## src/hcie_pkg.sv

```systemverilog
// Shared types, constants and mnemonic tables of the Hack C-instruction encoder.
// No dependencies; every other file of the block imports this package.
package hcie_pkg;

	// Operation kinds passed from the front to the back
	localparam logic [1:0] OP_APPEND = 2'd0;
	localparam logic [1:0] OP_DEST   = 2'd1;
	localparam logic [1:0] OP_COMP   = 2'd2;
	localparam logic [1:0] OP_LONG   = 2'd3;

	// Error codes
	localparam logic [2:0] ERR_NONE = 3'd0;
	localparam logic [2:0] ERR_DEST = 3'd1;
	localparam logic [2:0] ERR_COMP = 3'd2;
	localparam logic [2:0] ERR_JUMP = 3'd3;
	localparam logic [2:0] ERR_LONG = 3'd4;

	// Characters with a meaning of their own
	localparam logic [7:0] CH_EQ   = "=";
	localparam logic [7:0] CH_SEMI = ";";
	localparam logic [7:0] CH_A    = "A";
	localparam logic [7:0] CH_D    = "D";
	localparam logic [7:0] CH_M    = "M";

	localparam logic [2:0] WORD_PREFIX = 3'b111;

	// Queue between front and back
	localparam int QUEUE_DEPTH = 2;
	localparam int QPTR_W      = $clog2(QUEUE_DEPTH);
	localparam int QCNT_W      = $clog2(QUEUE_DEPTH + 1);

	localparam int COMP_ENTRIES = 28;
	localparam int JUMP_ENTRIES = 7;

	typedef struct packed {
		logic [1:0] kind;     // OP_* code
		logic [7:0] ch;       // character to append
		logic       last;     // last character of the line
		logic       jump_sec; // line is in its jump part after this item
	} op_t;

	typedef struct packed {
		logic [1:0]  len;
		logic [23:0] txt;  // first character in the top byte
		logic [6:0]  code;
	} mnem_t;

	typedef struct packed {
		logic       hit;
		logic [6:0] code;
	} lookup_t;

	localparam mnem_t COMP_TAB [COMP_ENTRIES] = '{
		'{2'd1, {"0", 16'h0}, 7'h2A}, '{2'd1, {"1", 16'h0}, 7'h3F},
		'{2'd2, {"-1", 8'h0}, 7'h3A}, '{2'd1, {"D", 16'h0}, 7'h0C},
		'{2'd1, {"A", 16'h0}, 7'h30}, '{2'd1, {"M", 16'h0}, 7'h70},
		'{2'd2, {"!D", 8'h0}, 7'h0D}, '{2'd2, {"!A", 8'h0}, 7'h31},
		'{2'd2, {"!M", 8'h0}, 7'h71}, '{2'd2, {"-D", 8'h0}, 7'h0F},
		'{2'd2, {"-A", 8'h0}, 7'h33}, '{2'd2, {"-M", 8'h0}, 7'h73},
		'{2'd3, "D+1", 7'h1F}, '{2'd3, "A+1", 7'h37}, '{2'd3, "M+1", 7'h77},
		'{2'd3, "D-1", 7'h0E}, '{2'd3, "A-1", 7'h32}, '{2'd3, "M-1", 7'h72},
		'{2'd3, "D+A", 7'h02}, '{2'd3, "D+M", 7'h42}, '{2'd3, "D-A", 7'h13},
		'{2'd3, "D-M", 7'h53}, '{2'd3, "A-D", 7'h07}, '{2'd3, "M-D", 7'h47},
		'{2'd3, "D&A", 7'h00}, '{2'd3, "D&M", 7'h40}, '{2'd3, "D|A", 7'h15},
		'{2'd3, "D|M", 7'h55}
	};

	localparam mnem_t JUMP_TAB [JUMP_ENTRIES] = '{
		'{2'd3, "JGT", 7'd1}, '{2'd3, "JEQ", 7'd2}, '{2'd3, "JGE", 7'd3},
		'{2'd3, "JLT", 7'd4}, '{2'd3, "JNE", 7'd5}, '{2'd3, "JLE", 7'd6},
		'{2'd3, "JMP", 7'd7}
	};

	// Match a token of n characters (n = 0: no match possible)
	function automatic logic entry_match(input mnem_t e, input logic [7:0] c0,
			input logic [7:0] c1, input logic [7:0] c2, input logic [1:0] n);
		return (n != 2'd0) && (n == e.len) && (c0 == e.txt[23:16]) &&
			((n < 2'd2) || (c1 == e.txt[15:8])) && ((n < 2'd3) || (c2 == e.txt[7:0]));
	endfunction

	function automatic lookup_t comp_lookup(input logic [7:0] c0, input logic [7:0] c1,
			input logic [7:0] c2, input logic [1:0] n);
		lookup_t r;
		r = '0;
		for (int i = 0; i < COMP_ENTRIES; i++) begin
			if (entry_match(COMP_TAB[i], c0, c1, c2, n)) begin
				r.hit  = 1'b1;
				r.code = COMP_TAB[i].code;
			end
		end
		return r;
	endfunction

	function automatic lookup_t jump_lookup(input logic [7:0] c0, input logic [7:0] c1,
			input logic [7:0] c2, input logic [1:0] n);
		lookup_t r;
		r = '0;
		for (int i = 0; i < JUMP_ENTRIES; i++) begin
			if (entry_match(JUMP_TAB[i], c0, c1, c2, n)) begin
				r.hit  = 1'b1;
				r.code = JUMP_TAB[i].code;
			end
		end
		return r;
	endfunction

endpackage

```

## src/hack_c_instruction_encoder.sv

```systemverilog
// Top level of the Hack C-instruction encoder (dest=comp;jump, one char per item).
// Instantiates hcie_front, hcie_queue and hcie_back; depends on hcie_pkg.
//
//  channel | valid      | stall      | payload
//  --------+------------+------------+----------------------------------
//  input   | char_valid | char_stall | char_code[7:0], end_of_line
//  output  | word_valid | word_stall | instruction_word[15:0], error_code[2:0]
//
// One character item per cycle while the queue is not full; the back end settles
// one queued item per cycle unless an end-of-line item waits on a stalled output,
// and a two-entry queue sits between front and back; each line's result is registered.
// arst_n clears the line state, the queue and the output valid bit.
// A stalled output holds its item; further characters queue until the
// next end-of-line item needs the output register and the queue fills, then char_stall rises.
module hack_c_instruction_encoder import hcie_pkg::*; #(
	parameter int TOKEN_CHARS = 3
) (
	input  logic        clk,
	input  logic        arst_n,
	input  logic        char_valid,
	output logic        char_stall,
	input  logic [7:0]  char_code,
	input  logic        end_of_line,
	output logic        word_valid,
	input  logic        word_stall,
	output logic [15:0] instruction_word,
	output logic [2:0]  error_code
);

	op_t  front_op;
	op_t  head_op;
	logic accept;
	logic q_nonempty;
	logic q_full;
	logic q_pop;

	// Hold input while the queue is full
	assign char_stall = q_full;
	assign accept     = char_valid && !char_stall;

	hcie_front #(
		.TOKEN_CHARS(TOKEN_CHARS)
	) u_front (
		.clk        (clk),
		.arst_n     (arst_n),
		.accept     (accept),
		.char_code  (char_code),
		.end_of_line(end_of_line),
		.op         (front_op)
	);

	hcie_queue u_queue (
		.clk     (clk),
		.arst_n  (arst_n),
		.push    (accept),
		.push_op (front_op),
		.pop     (q_pop),
		.head    (head_op),
		.nonempty(q_nonempty),
		.full    (q_full)
	);

	hcie_back #(
		.TOKEN_CHARS(TOKEN_CHARS)
	) u_back (
		.clk             (clk),
		.arst_n          (arst_n),
		.op              (head_op),
		.op_valid        (q_nonempty),
		.op_pop          (q_pop),
		.word_valid      (word_valid),
		.word_stall      (word_stall),
		.instruction_word(instruction_word),
		.error_code      (error_code)
	);

`ifndef NO_ASSERTIONS
	// An errored line never carries an encoded word
	assert property (@(posedge clk) disable iff (!arst_n)
		(word_valid && error_code != ERR_NONE) |-> (instruction_word == 16'h0000))
		else $error("errored line with nonzero word");

	// A clean line always carries the C-instruction prefix
	assert property (@(posedge clk) disable iff (!arst_n)
		(word_valid && error_code == ERR_NONE) |-> (instruction_word[15:13] == WORD_PREFIX))
		else $error("clean line without prefix");

	// Closing a line must load the output register
	assert property (@(posedge clk) disable iff (!arst_n)
		(q_pop && head_op.last) |=> word_valid)
		else $error("end of line popped but no result");

	// Error codes stay within the defined set
	assert property (@(posedge clk) disable iff (!arst_n)
		word_valid |-> (error_code <= ERR_LONG))
		else $error("undefined error code");
`endif

endmodule

```

## src/hcie_front.sv

```systemverilog
// Front end: accepts characters and classifies each into an operation.
// Tracks line section and token length; depends on hcie_pkg.
module hcie_front import hcie_pkg::*; #(
	parameter int TOKEN_CHARS = 3
) (
	input  logic       clk,
	input  logic       arst_n,
	input  logic       accept,
	input  logic [7:0] char_code,
	input  logic       end_of_line,
	output op_t        op
);

	localparam int LEN_W = $clog2(TOKEN_CHARS + 1);

	logic [1:0]       section_q;
	logic [LEN_W-1:0] len_q;

	always_comb begin
		op.ch   = char_code;
		op.last = end_of_line;
		if (char_code == CH_EQ && section_q == 2'd0) begin
			op.kind = OP_DEST;
		end else if (char_code == CH_SEMI && section_q < 2'd2) begin
			op.kind = OP_COMP;
		end else if (len_q < LEN_W'(TOKEN_CHARS)) begin
			op.kind = OP_APPEND;
		end else begin
			op.kind = OP_LONG;
		end
		op.jump_sec = (op.kind == OP_COMP) || (section_q == 2'd2);
	end

	always_ff @(posedge clk or negedge arst_n) begin
		if (!arst_n) begin
			section_q <= 2'd0;
			len_q     <= '0;
		end else if (accept) begin
			if (end_of_line) begin
				section_q <= 2'd0;
				len_q     <= '0;
			end else begin
				case (op.kind)
					OP_DEST: begin
						section_q <= 2'd1;
						len_q     <= '0;
					end
					OP_COMP: begin
						section_q <= 2'd2;
						len_q     <= '0;
					end
					OP_APPEND: len_q <= len_q + 1'b1;
					default: ;
				endcase
			end
		end
	end

endmodule

```

## src/hcie_queue.sv

```systemverilog
// Two-entry queue of operations between front and back.
// Depends on hcie_pkg for op_t and the queue depth.
module hcie_queue import hcie_pkg::*; (
	input  logic clk,
	input  logic arst_n,
	input  logic push,
	input  op_t  push_op,
	input  logic pop,
	output op_t  head,
	output logic nonempty,
	output logic full
);

	op_t              slot_q [QUEUE_DEPTH];
	logic [QPTR_W-1:0] wr_q;
	logic [QPTR_W-1:0] rd_q;
	logic [QCNT_W-1:0] count_q;

	assign head     = slot_q[rd_q];
	assign nonempty = (count_q != '0);
	assign full     = (count_q == QCNT_W'(QUEUE_DEPTH));

	always_ff @(posedge clk) begin
		if (push) begin
			slot_q[wr_q] <= push_op;
		end
	end

	always_ff @(posedge clk or negedge arst_n) begin
		if (!arst_n) begin
			wr_q    <= '0;
			rd_q    <= '0;
			count_q <= '0;
		end else begin
			if (push) begin
				wr_q <= wr_q + 1'b1;
			end
			if (pop) begin
				rd_q <= rd_q + 1'b1;
			end
			case ({push, pop})
				2'b10:   count_q <= count_q + 1'b1;
				2'b01:   count_q <= count_q - 1'b1;
				default: ;
			endcase
		end
	end

endmodule

```

## src/hcie_back.sv

```systemverilog
// Back end: keeps the token, decodes dest/comp/jump and registers the result.
// Depends on hcie_pkg for op codes, error codes and mnemonic lookups.
module hcie_back import hcie_pkg::*; #(
	parameter int TOKEN_CHARS = 3
) (
	input  logic        clk,
	input  logic        arst_n,
	input  op_t         op,
	input  logic        op_valid,
	output logic        op_pop,
	output logic        word_valid,
	input  logic        word_stall,
	output logic [15:0] instruction_word,
	output logic [2:0]  error_code
);

	localparam int LEN_W = $clog2(TOKEN_CHARS + 1);
	localparam int IDX_W = $clog2(TOKEN_CHARS);

	logic [7:0]       tok_q [TOKEN_CHARS];
	logic [LEN_W-1:0] len_q;
	logic [2:0]       dest_q;
	logic [6:0]       comp_q;
	logic [2:0]       perr_q;

	logic [15:0] word_q;
	logic [2:0]  code_q;
	logic        valid_q;

	logic             out_free;
	logic [1:0]       n_cur;
	logic [1:0]       n_next;
	logic [LEN_W-1:0] len_next;
	logic [7:0]       nb0, nb1, nb2;
	logic [2:0]       dest_scan;
	logic             dest_bad;
	lookup_t          semi_lk;
	lookup_t          fin_comp_lk;
	lookup_t          fin_jump_lk;
	logic [2:0]       dest_next;
	logic [6:0]       comp_next;
	logic [2:0]       step_err;
	logic [2:0]       err_run;
	logic [6:0]       comp_out;
	logic [2:0]       jump_out;
	logic [2:0]       fin_err;
	logic [2:0]       err_out;

	assign out_free = !valid_q || !word_stall;
	assign op_pop   = op_valid && (!op.last || out_free);

	// Scan the destination token
	always_comb begin
		dest_scan = 3'b000;
		dest_bad  = 1'b0;
		for (int k = 0; k < TOKEN_CHARS; k++) begin
			if (LEN_W'(k) < len_q) begin
				case (tok_q[k])
					CH_A:    dest_scan[2] = 1'b1;
					CH_D:    dest_scan[1] = 1'b1;
					CH_M:    dest_scan[0] = 1'b1;
					default: dest_bad = 1'b1;
				endcase
			end
		end
	end

	always_comb begin
		n_cur = (len_q <= LEN_W'(3)) ? len_q[1:0] : 2'd0;
		case (op.kind)
			OP_APPEND:       len_next = len_q + 1'b1;
			OP_DEST, OP_COMP: len_next = '0;
			default:         len_next = len_q;
		endcase
		n_next = (len_next <= LEN_W'(3)) ? len_next[1:0] : 2'd0;
		// Token as it stands after this item
		nb0 = (op.kind == OP_APPEND && len_q == LEN_W'(0)) ? op.ch : tok_q[0];
		nb1 = (op.kind == OP_APPEND && len_q == LEN_W'(1)) ? op.ch : tok_q[1];
		nb2 = (op.kind == OP_APPEND && len_q == LEN_W'(2)) ? op.ch : tok_q[2];
	end

	assign semi_lk     = comp_lookup(tok_q[0], tok_q[1], tok_q[2], n_cur);
	assign fin_comp_lk = comp_lookup(nb0, nb1, nb2, n_next);
	assign fin_jump_lk = jump_lookup(nb0, nb1, nb2, n_next);

	always_comb begin
		dest_next = dest_q;
		comp_next = comp_q;
		step_err  = ERR_NONE;
		case (op.kind)
			OP_DEST: begin
				dest_next = dest_scan;
				step_err  = dest_bad ? ERR_DEST : ERR_NONE;
			end
			OP_COMP: begin
				comp_next = semi_lk.hit ? semi_lk.code : 7'd0;
				step_err  = semi_lk.hit ? ERR_NONE : ERR_COMP;
			end
			OP_LONG: step_err = ERR_LONG;
			default: ;
		endcase
		err_run = (perr_q != ERR_NONE) ? perr_q : step_err;

		// Close the line
		comp_out = comp_next;
		jump_out = 3'b000;
		fin_err  = ERR_NONE;
		if (!op.jump_sec) begin
			comp_out = fin_comp_lk.hit ? fin_comp_lk.code : 7'd0;
			fin_err  = fin_comp_lk.hit ? ERR_NONE : ERR_COMP;
		end else if (len_next != '0) begin
			jump_out = fin_jump_lk.hit ? fin_jump_lk.code[2:0] : 3'b000;
			fin_err  = fin_jump_lk.hit ? ERR_NONE : ERR_JUMP;
		end
		err_out = (err_run != ERR_NONE) ? err_run : fin_err;
	end

	always_ff @(posedge clk) begin
		if (op_pop && op.kind == OP_APPEND) begin
			tok_q[len_q[IDX_W-1:0]] <= op.ch;
		end
		if (op_pop && op.last) begin
			word_q <= (err_out != ERR_NONE) ? 16'h0000 :
				{WORD_PREFIX, comp_out, dest_next, jump_out};
			code_q <= err_out;
		end
	end

	always_ff @(posedge clk or negedge arst_n) begin
		if (!arst_n) begin
			len_q   <= '0;
			dest_q  <= '0;
			comp_q  <= '0;
			perr_q  <= ERR_NONE;
			valid_q <= 1'b0;
		end else begin
			if (op_pop) begin
				if (op.last) begin
					len_q  <= '0;
					dest_q <= '0;
					comp_q <= '0;
					perr_q <= ERR_NONE;
				end else begin
					len_q  <= len_next;
					dest_q <= dest_next;
					comp_q <= comp_next;
					perr_q <= err_run;
				end
			end
			if (op_pop && op.last) begin
				valid_q <= 1'b1;
			end else if (!word_stall) begin
				valid_q <= 1'b0;
			end
		end
	end

	assign word_valid       = valid_q;
	assign instruction_word = word_q;
	assign error_code       = code_q;

endmodule

```

## config.mk

```make
export PLATFORM = sky130hd
export DESIGN_NAME = hack_c_instruction_encoder
export DESIGN_NICKNAME = d
export VERILOG_FILES = /design/src/hcie_pkg.sv /design/src/hack_c_instruction_encoder.sv /design/src/hcie_front.sv /design/src/hcie_queue.sv /design/src/hcie_back.sv
export SDC_FILE = /design/constraint.sdc
export NUM_CORES = 1
export LEC_CHECK = 0
export ABC_AREA = 1
export BUFFER_PORTS_ARGS = -buffer_cell sky130_fd_sc_hd__buf_2
export CORE_MARGIN = 8
export CORE_UTILIZATION = 45
export CTS_CLUSTER_DIAMETER = 150
export CTS_CLUSTER_SIZE = 20
export DETAILED_ROUTE_END_ITERATION = 7
export PLACE_DENSITY = 0.62
export SLEW_MARGIN = 5
export SYNTH_ARGS = -nofsm -noshare
export SYNTH_HDL_FRONTEND = slang
export SYNTH_SLANG_ARGS = --single-unit
```

## constraint.sdc

```tcl
create_clock -name clk -period 3.29 [get_ports clk]
set_input_delay 0.1645 -clock clk [delete_from_list [all_inputs] [get_ports clk]]
set_output_delay 0.1645 -clock clk [all_outputs]
set_load 0.03 [all_outputs]
```

==> impl_metrics.json, run 1 <==
{
  "post-route-util": 0.531,
  "drtAntennaViolNets": 0,
  "setup_violations": 0,
  "maxSlewHeadroom": 0.294,
  "grt_first_pass_wirelength_um": 31300,
  "required_ns": 3.39,
  "rsz0062_at_grt": "false",
  "crit_path_start": "u_back.tok_q[1][5]",
  "min_period_ns": 3.09,
  "clkSinkCount": 89,
  "hold_viol": 0,
  "die_area_um2": 18900,
  "nets": 1037,
  "worst_pin_slew_ns": 1.06,
  "syn_area_um2": 6650,
  "internal_power_w": 0.00336,
  "cts_buffers": 9,
  "synth_cells": 940,
  "fin_crit_sh": 0.940,
  "ys_seq_area_frac": 0.384,
  "htreeDepth": 3,
  "ys_ff_latch": 89,
  "wl_per_cell_um": 16.0,
  "status": "complete, no violations",
  "tns_ns": 0,
  "antenna_cells": 0,
  "yosysWarnings": 0,
  "synth_fp_nets": 959,
  "num_vias": 6506,
  "dpl_cell_area_um2": 7270,
  "initial_core_util": 0.459,
  "arrival_ns": 3.19,
  "grtUsageTotal": 0.211,
  "chipHeight_um": 138,
  "stdcell_area_um2": 7690,
  "drive_gt1_frac": 0.177,
  "drt_iter0_drc": 500,
  "path_class": "reg2reg",
  "rr_startpoint": "u_back.tok_q[1][5]",
  "viasPerCell": 5.39,
  "drc_errors": 0,
  "cp-start-kind": "flip-flop",
  "drv_cap": 0,
  "dp_hpwl_um": 15400,
  "wirelength_um": 19300,
  "row_count": 44,
  "core_area_um2": 14500,
  "synthToLayoutAreaGrowth_pct": 15.7,
  "fin_skew_ns": 0.0122,
  "hold_path_startpoint": "char_code[5]",
  "max_clock_freq_ghz": 0.323,
  "switching_share": 0.468,
  "routabilityCongestion": 1.07,
  "grt_overflow": 0,
  "vdd_drop_max_mv": 0.568,
  "power.net_switching_w": 0.00296,
  "grt_max_degree": 25,
  "yosys.cell_types.count": 47,
  "clock_latency_ns": 0.35,
  "clk_path_buf_depth": 2,
  "hold_class": "in2reg",
  "multi_input_area_um2": 3580,
  "tritoncts": "built",
  "die_w_um": 138,
  "path_clk_slew_ns": 0.07,
  "grt_pass1_vias": 6198,
  "slew_violations": 0,
  "register_area_um2": 2550,
  "end_kind": "flip-flop",
  "antenna_found_initial": 0,
  "ios": 34,
  "leakagePower_nw": 3.54,
  "clkPwrFrac": 0.167,
  "clockRootBuffer": "clkbuf_16",
  "drt-pass1-iter-count": 6,
  "portBuffers": 33,
  "comb_power_share": 0.544,
  "power_w": 0.00631,
  "power_density_nw_per_um2": 821,
  "nFillCells": 1472,
  "syn_area_per_cell_um2": 7.07,
  "worstPathMaxFanout": 7,
  "seq_power_share": 0.289
}
-- state kept, by name, indices dropped and copies added, names as in the netlist, 3 cells and up --
name                     count
u_back.tok_q                24
u_queue.slot_q              24
u_back.instruction_word     14
u_back.comp_q                7
u_back.dest_q                3
u_back.error_code            3
u_back.perr_q                3
-- routing by layer --
metal	global-route usage	wire length (µm)	vias to the layer above
met5	0	0	-
met4	0.103	801	0
met3	0.0310	912	55
met2	0.343	9000	197
met1	0.270	8570	2985
li1	-	-	3269
-- repair_timing --
item	4_1_cts	5_1_grt
gates resized for setup	0	22
hold buffers	1	0
buffers inserted	0	3
hold endpoints to repair	24	0
endpoints found under the setup margin	0	14
-- kinds of logic after synthesis --
group | share of synthesized area
AO/OA/AOI/OAI | 0.0962
XOR/XNOR | 0.00395
adder cells (fa/ha/maj) | 0.0113
buffers and inverters | 0.0902
flip-flops | 0.384
AND/OR/NAND/NOR | 0.414
-- through the flow --
step / setup slack, ns / cells / hold slack [ns]
finish: 0.199 / 1207 / 0.0228
global route: 0.00379 / 1207 / 0.0179
CTS: 0.0563 / 1203 / 0.0141
detailed placement: 0.0670 / 1186 / 0.195
global placement: 0.124 / 1186 / 0.195
floorplan: 0.424 / 940 / -0.131
-- Yosys cell counts (all sizes together) --
master   count  area share
a211oi       1      0.0011
a21boi       1      0.0011
a21oi       23       0.021
a31oi        2      0.0019
and2         1     0.00094
and3         4      0.0038
buf         14       0.019
clkbuf       4      0.0023
dfrtp       24       0.090
edfxtp      65        0.29
ha           6       0.011
inv        122       0.069
nand2      278        0.17
nand3      115       0.094
nand3b       2      0.0023
nand4       32       0.031
nor2       137       0.094
nor3        15       0.012
nor3b        1      0.0011
nor4         2      0.0019
o2111a       1      0.0017
o2111ai      1      0.0013
o211ai       4      0.0045
o21ai       72       0.056
o22ai        6      0.0056
o31ai        2      0.0023
or2          2      0.0019
xnor2        1      0.0013
xor2         2      0.0026
-- final timing paths --
path | to | slack (ns) | cells past startpoint
worst max-delay path | u_back.instruction_word[3] | 0.20 | 15
worst min-delay path | u_queue.slot_q[1][7] | 0.02 | 1
worst max register to register | u_back.instruction_word[3] | 0.20 | 15
worst min register to register | u_back.word_valid | 0.50 | 2
max in group asynchronous | u_back.len_q[1] | 2.51 | 2
min in group asynchronous | u_back.word_valid | 0.35 | 2
-- layout make-up --
class                   count  area share
repair buffers             84      0.0732
well taps                 184      0.0299
inverters                 122      0.0602
clock inverters             4     0.00618
multi-input cells         712       0.465
flip-flops and latches     89       0.332
clock buffers              12      0.0335
-- power groups by stage --
stage	Combinational (W)	Sequential, W	Clock (W)
after floorplan	0.00209	0.00201	0
after global placement	0.00328	0.00184	0
after detailed placement	0.00330	0.00184	0
after CTS	0.00331	0.00182	0.00107
after global routing	0.00376	0.00185	0.00111
final	0.00343	0.00182	0.00106
-- layout by cell type, fill, tap and decap left out, types with 7 or more instances in the layout --
cell type and count:
a21oi_1 17, buf_2 33, buf_4 49, clkbuf_16 10, dfrtp_1 22, edfxtp_1 65, inv_1 117, nand2_1 253
nand2_2 20, nand3_1 108, nand4_1 31, nor2_1 112, nor2_2 16, nor2_4 7, nor3_1 13, o21ai_0 52
o21ai_1 14
-- worst max-delay path, stage by stage, from the launching register on --
cell	delay, ns
edfxtp_1	0.44
nor2_1	0.23
nand2_1	0.15
nor2_1	0.23
inv_1	0.09
nand2_1	0.12
o211ai_1	0.11
nand3_1	0.12
nand2_1	0.08
nor2_1	0.34
nand3_1	0.12
nor2_1	0.20
nand4_2	0.21
nand3_4	0.18
buf_4	0.17
nor2_2	0.04
No activity file was read; power rests on OpenSTA's default activity.
==> inputs of run 2 (changes only) <==
PLACE_DENSITY = 0.59   (was 0.62)
SETUP_SLACK_MARGIN = 0.15   (was default)
==> run 2 against run 1 <==
Effect of this change:
- die area did not move
- sequential power about the same
- critical path depth up 3
- cell area is 3.1% higher
- sequential cell count stayed put
- critical path type unchanged
- critical endpoint is now u_back.instruction_word[1]
- highest routed layer unchanged
==> impl_metrics.json, run 2 (same netlist as run 1, synthesis figures left out) <==
{
  "mostFrequentLayoutCells": "243 x nand2_1, 116 x inv_1, 101 x nand3_1, 101 x nor2_1, 65 x edfxtp_1",
  "wirelength_um": 19800,
  "multi_input_area_um2": 3800,
  "worst_pin_slew_ns": 1.04,
  "drive_gt1_frac": 0.213,
  "cts_buffers": 9,
  "grt_overflow": 0,
  "initial_core_util": 0.459,
  "grt_max_degree": 25,
  "dp_hpwl_um": 15900,
  "arrival_ns": 3.18,
  "hold_viol": 0,
  "drt-pass1-iter-count": 5,
  "power_density_nw_per_um2": 830,
  "grt_first_pass_wirelength_um": 31100,
  "cp-start-kind": "flip-flop",
  "portBuffers": 33,
  "stdcell_area_um2": 7930,
  "grt_pass1_vias": 6146,
  "max_clock_freq_ghz": 0.335,
  "hold_ws_ns": 0.0156,
  "wl_per_cell_um": 16.4,
  "num_vias": 6458,
  "chipHeight_um": 138,
  "dpl_cell_area_um2": 7190,
  "final_cells": 1205,
  "core_area_um2": 14500,
  "required_ns": 3.49,
  "clk_path_buf_depth": 2,
  "grtUsageTotal": 0.215,
  "antenna_cells": 0,
  "maxSlewHeadroom": 0.304,
  "end_kind": "flip-flop",
  "path_clk_slew_ns": 0.06,
  "routabilityCongestion": 0.912,
  "min_period_ns": 2.98,
  "fin_crit_sh": 0.907,
  "power_w": 0.00658,
  "slew_violations": 0,
  "rsz0062_at_grt": "true",
  "antenna_found_initial": 0,
  "drtAntennaViolNets": 0,
  "dp.cells": 1175,
  "clkSinkCount": 89,
  "htreeDepth": 3,
  "final_common_cell": "nand2_1",
  "worstPathMaxFanout": 18,
  "leakagePower_nw": 3.58,
  "register_area_um2": 2550,
  "vdd_drop_max_mv": 0.517,
  "fin_skew_ns": 0.00942,
  "ios": 34,
  "viasPerCell": 5.36,
  "die_area_um2": 18900,
  "row_count": 44,
  "status": "complete, no violations",
  "setup_violations": 0,
  "nFillCells": 1422,
  "r2r_slack_ns": 0.31,
  "tritoncts": "built",
  "clock_latency_ns": 0.36,
  "die_w_um": 138,
  "drt_iter0_drc": 455,
  "synthToLayoutAreaGrowth_pct": 19.3,
  "nets": 1035,
  "hold_class": "in2reg",
  "path_class": "reg2reg",
  "tns_ns": 0,
  "drc_errors": 0,
  "clockRootBuffer": "clkbuf_16",
  "drv_cap": 0
}
[run 2: timing repair]
action | 4_1_cts | 5_1_grt
gates cloned | 0 | 1
gates resized for setup | 1 | 85
hold buffers | 1 | 0
endpoints found under the hold margin | 24 | 0
pin swaps | 0 | 17
buffers inserted | 0 | 12
endpoints found under the setup margin | 13 | 15
[run 2: path summary, 6_finish.rpt]
check / to / depth (start not counted) / start
max: u_back.instruction_word[1] / 18 / u_queue.rd_q
min: u_queue.slot_q[1][8] / 1 / char_code[6]
min reg2reg: u_front.section_q[1] / 2 / u_front.section_q[1]
max reg2reg: u_back.instruction_word[1] / 18 / u_queue.rd_q
max in group asynchronous: u_queue.rd_q / 2 / arst_n
min in group asynchronous: u_back.comp_q[2] / 2 / arst_n
[run 2: area by class of cell]
class / count / share of cell area
timing repair buffer: 82 / 0.0723
clock inverter: 4 / 0.00379
sequential: 89 / 0.322
multi-input combinational: 712 / 0.479
clock buffer: 12 / 0.0352
tap: 184 / 0.0290
inverter: 122 / 0.0587
[run 2: through the flow]
| step | utilization | setup slack [ns] |
|---|---|---|
| floorplan | - | 0.424 |
| global placement | 0.496 | 0.0443 |
| detailed placement | 0.496 | 0.00727 |
| CTS | 0.519 | 0.158 |
| global route | 0.548 | 0.0978 |
| finish | 0.548 | 0.308 |
[run 2: critical path: stages, from the launching register on]
cell and delay, ns:
dfrtp_2 0.47, buf_4 0.18, nand2_1 0.07, nand2_2 0.10, nor2_8 0.11, buf_12 0.16, nand3_1 0.09, nand2_2 0.11
nand2_2 0.10, nor2_4 0.16, buf_4 0.14, inv_1 0.06, nor2_4 0.14, nand2_1 0.10, and3_2 0.26, nand4_2 0.13
buf_4 0.12, nand4_1 0.13, nor2_1 0.20
[run 2: report_power, final]
part           switching [W]  internal [W]  total (W)
Sequential          0.000161       0.00165    0.00181
Clock               0.000450      0.000607    0.00106
Combinational        0.00253       0.00118    0.00371
[run 2: metal layers]
metal	vias up	track usage	share of wire
met1	2957	0.262	0.44
met3	50	0.0339	0.044
met2	175	0.352	0.48
li1	3276	-	-
met4	0	0.127	0.044
met5	-	0	0
==> inputs of run 3 (changes only) <==
--- a/config.mk
+++ b/config.mk
@@ -14,2 +14,3 @@
 export DETAILED_ROUTE_END_ITERATION = 7
+export GPL_ROUTABILITY_DRIVEN = 0
 export PLACE_DENSITY = 0.59
==> constraint.sdc (replaced) <==
create_clock -name clk -period 3.29 [get_ports clk]
set_input_delay 0.658 -clock clk [delete_from_list [all_inputs] [get_ports clk]]
set_output_delay 0.658 -clock clk [all_outputs]
set_load 0.03 [all_outputs]
==> run 3 against run 2 <==
Effect of this change:
- register-to-register slack about the same
- clock skew up 0.0019 ns
- cell count down 1.0%
- maximum frequency up 0.10%
- combinational power down 5%
- count of clock-buffer cells in the layout up 2
- largest power group unchanged
- power down 2.9%
- hold slack better by 0.28 ns
- clock power about the same
- first-iteration DRC count up 1.1%
- non-clock buffer count down 12
==> impl_metrics.json, run 3 (same netlist as run 1, synthesis figures left out) <==
{
  "setup_violations": 0,
  "grt_pass1_vias": 6094,
  "clock_latency_ns": 0.35,
  "chipHeight_um": 138,
  "leakagePower_nw": 3.50,
  "post-route-util": 0.535,
  "rsz0062_at_grt": "false",
  "antenna_cells": 0,
  "clockRootBuffer": "clkbuf_16",
  "cp_slowest_cell": "dfrtp_2",
  "cpMostUsedCell": "nand2_1",
  "drtAntennaViolNets": 0,
  "drive_gt1_frac": 0.180,
  "hold_viol": 0,
  "drt-pass1-iter-count": 5,
  "antenna_found_initial": 0,
  "grt_max_degree": 25,
  "power_density_nw_per_um2": 825,
  "vdd_drop_max_mv": 0.621,
  "cp.buffers_inverters": 2,
  "preCtsSetupSlack_ns": 0.112,
  "synthToLayoutAreaGrowth_pct": 16.5,
  "min_period_ns": 2.98,
  "final_common_cell": "nand2_1",
  "drv_cap": 0,
  "end_kind": "flip-flop",
  "cp-start-kind": "flip-flop",
  "tritoncts": "built",
  "die_area_um2": 18900,
  "arrival_ns": 3.16,
  "worst_pin_slew_ns": 0.718,
  "grtUsageTotal": 0.212,
  "dp_hpwl_um": 15300,
  "rr_startpoint": "u_queue.rd_q",
  "worstPathMaxFanout": 12,
  "clkSinkCount": 89,
  "crit_path_start": "u_queue.rd_q",
  "r2r_slack_ns": 0.31,
  "tns_ns": 0,
  "r2r-end": "u_back.instruction_word[2]",
  "core_area_um2": 14500,
  "fin_skew_ns": 0.0113,
  "grt_first_pass_wirelength_um": 30700,
  "ff2ff_path_depth": 18,
  "setup_slack_ns": 0.311,
  "path_clk_slew_ns": 0.07,
  "status": "complete, no violations",
  "nets": 1023,
  "mostFrequentLayoutCells": "251 x nand2_1, 118 x inv_1, 106 x nand3_1",
  "portBuffers": 33,
  "slowest_delay_ns": 0.46,
  "viasPerCell": 5.35,
  "fin_crit_sh": 0.906,
  "drt_iter0_drc": 460,
  "maxSlewHeadroom": 0.521,
  "path_cells": "inv_8, nand2_1, nand2_4, buf_12, nand3_4, nand2_1, o21ai_4, nor2_1, nand2_2, o21ai_1, nand3_1, nand2_1, nor2_1, nand2_1, nor2_2, nor2_4, nand4_1, nor2_1",
  "die_w_um": 138,
  "cts_buffers": 9,
  "path_class": "reg2reg",
  "power_w": 0.00639,
  "row_count": 44,
  "wirelength_um": 19000,
  "path_delay_family": "simple AND/OR/NAND/NOR gates",
  "nFillCells": 1453,
  "drc_errors": 0,
  "htreeDepth": 3,
  "wl_per_cell_um": 15.9,
  "clk_path_buf_depth": 2,
  "slew_violations": 0,
  "max_clock_freq_ghz": 0.336,
  "initial_core_util": 0.459,
  "required_ns": 3.47,
  "ios": 34,
  "num_vias": 6387,
  "hold_class": "in2async",
  "grt_overflow": 0
}
-- run 3: timing repair --
| action | CTS | global route |
|---|---|---|
| gates cloned | 0 | 1 |
| setup buffers | 0 | 6 |
| setup endpoints to repair | 7 | 15 |
| gates resized for setup | 2 | 55 |
| pin swaps | 0 | 7 |
| hold buffers | 0 | 0 |
| endpoints found under the hold margin | 0 | 0 |
-- run 3: where the power goes --
group	switching (W)	total [W]	internal (W)	leakage [nW]
clock	0.000413	0.00105	0.000636	0.142
sequential	0.000155	0.00180	0.00165	0.924
combinational	0.00244	0.00354	0.00110	2.43
total	0.00301	0.00639	0.00338	3.50
-- run 3: layer usage --
| layer | global-route usage | wire length [µm] | vias to the layer above | part of all wire |
|---|---|---|---|---|
| li1 | - | - | 3243 | - |
| met1 | 0.268 | 8200 | 2890 | 0.43 |
| met2 | 0.336 | 8880 | 205 | 0.47 |
| met3 | 0.0394 | 1100 | 49 | 0.058 |
| met4 | 0.113 | 790 | 0 | 0.042 |
| met5 | 0 | 0 | - | 0 |
-- run 3: stage by stage --
stage	std cells	hold slack (ns)	instance area, µm²
2_1_floorplan	940	0.362	6650
3_3_place_gp	1170	0.472	7150
3_5_place_dp	1170	0.479	7150
4_1_cts	1186	0.304	7460
5_1_grt	1193	0.335	7740
6_report	1193	0.299	7740
-- run 3: final cells by class --
type | instances | area [µm²] | share of cell area
Clock buffer | 14 | 265 | 0.0343
Clock inverter | 2 | 37.5 | 0.00485
Inverter | 122 | 465 | 0.0601
Multi-Input combinational cell | 712 | 3690 | 0.477
Sequential cell | 89 | 2550 | 0.330
Tap cell | 184 | 230 | 0.0297
Timing Repair Buffer | 70 | 497 | 0.0641
-- run 3: worst max path at each step --
stage               slack (ns)  depth (start not counted)                          to
global placement          0.14                         19  u_back.instruction_word[2]
detailed placement        0.11                         16  u_back.instruction_word[3]
floorplan                 0.42                         19  u_back.instruction_word[3]
finish                    0.31                         18  u_back.instruction_word[2]
global route              0.14                         18  u_back.instruction_word[3]
CTS                       0.18                         17  u_back.instruction_word[3]
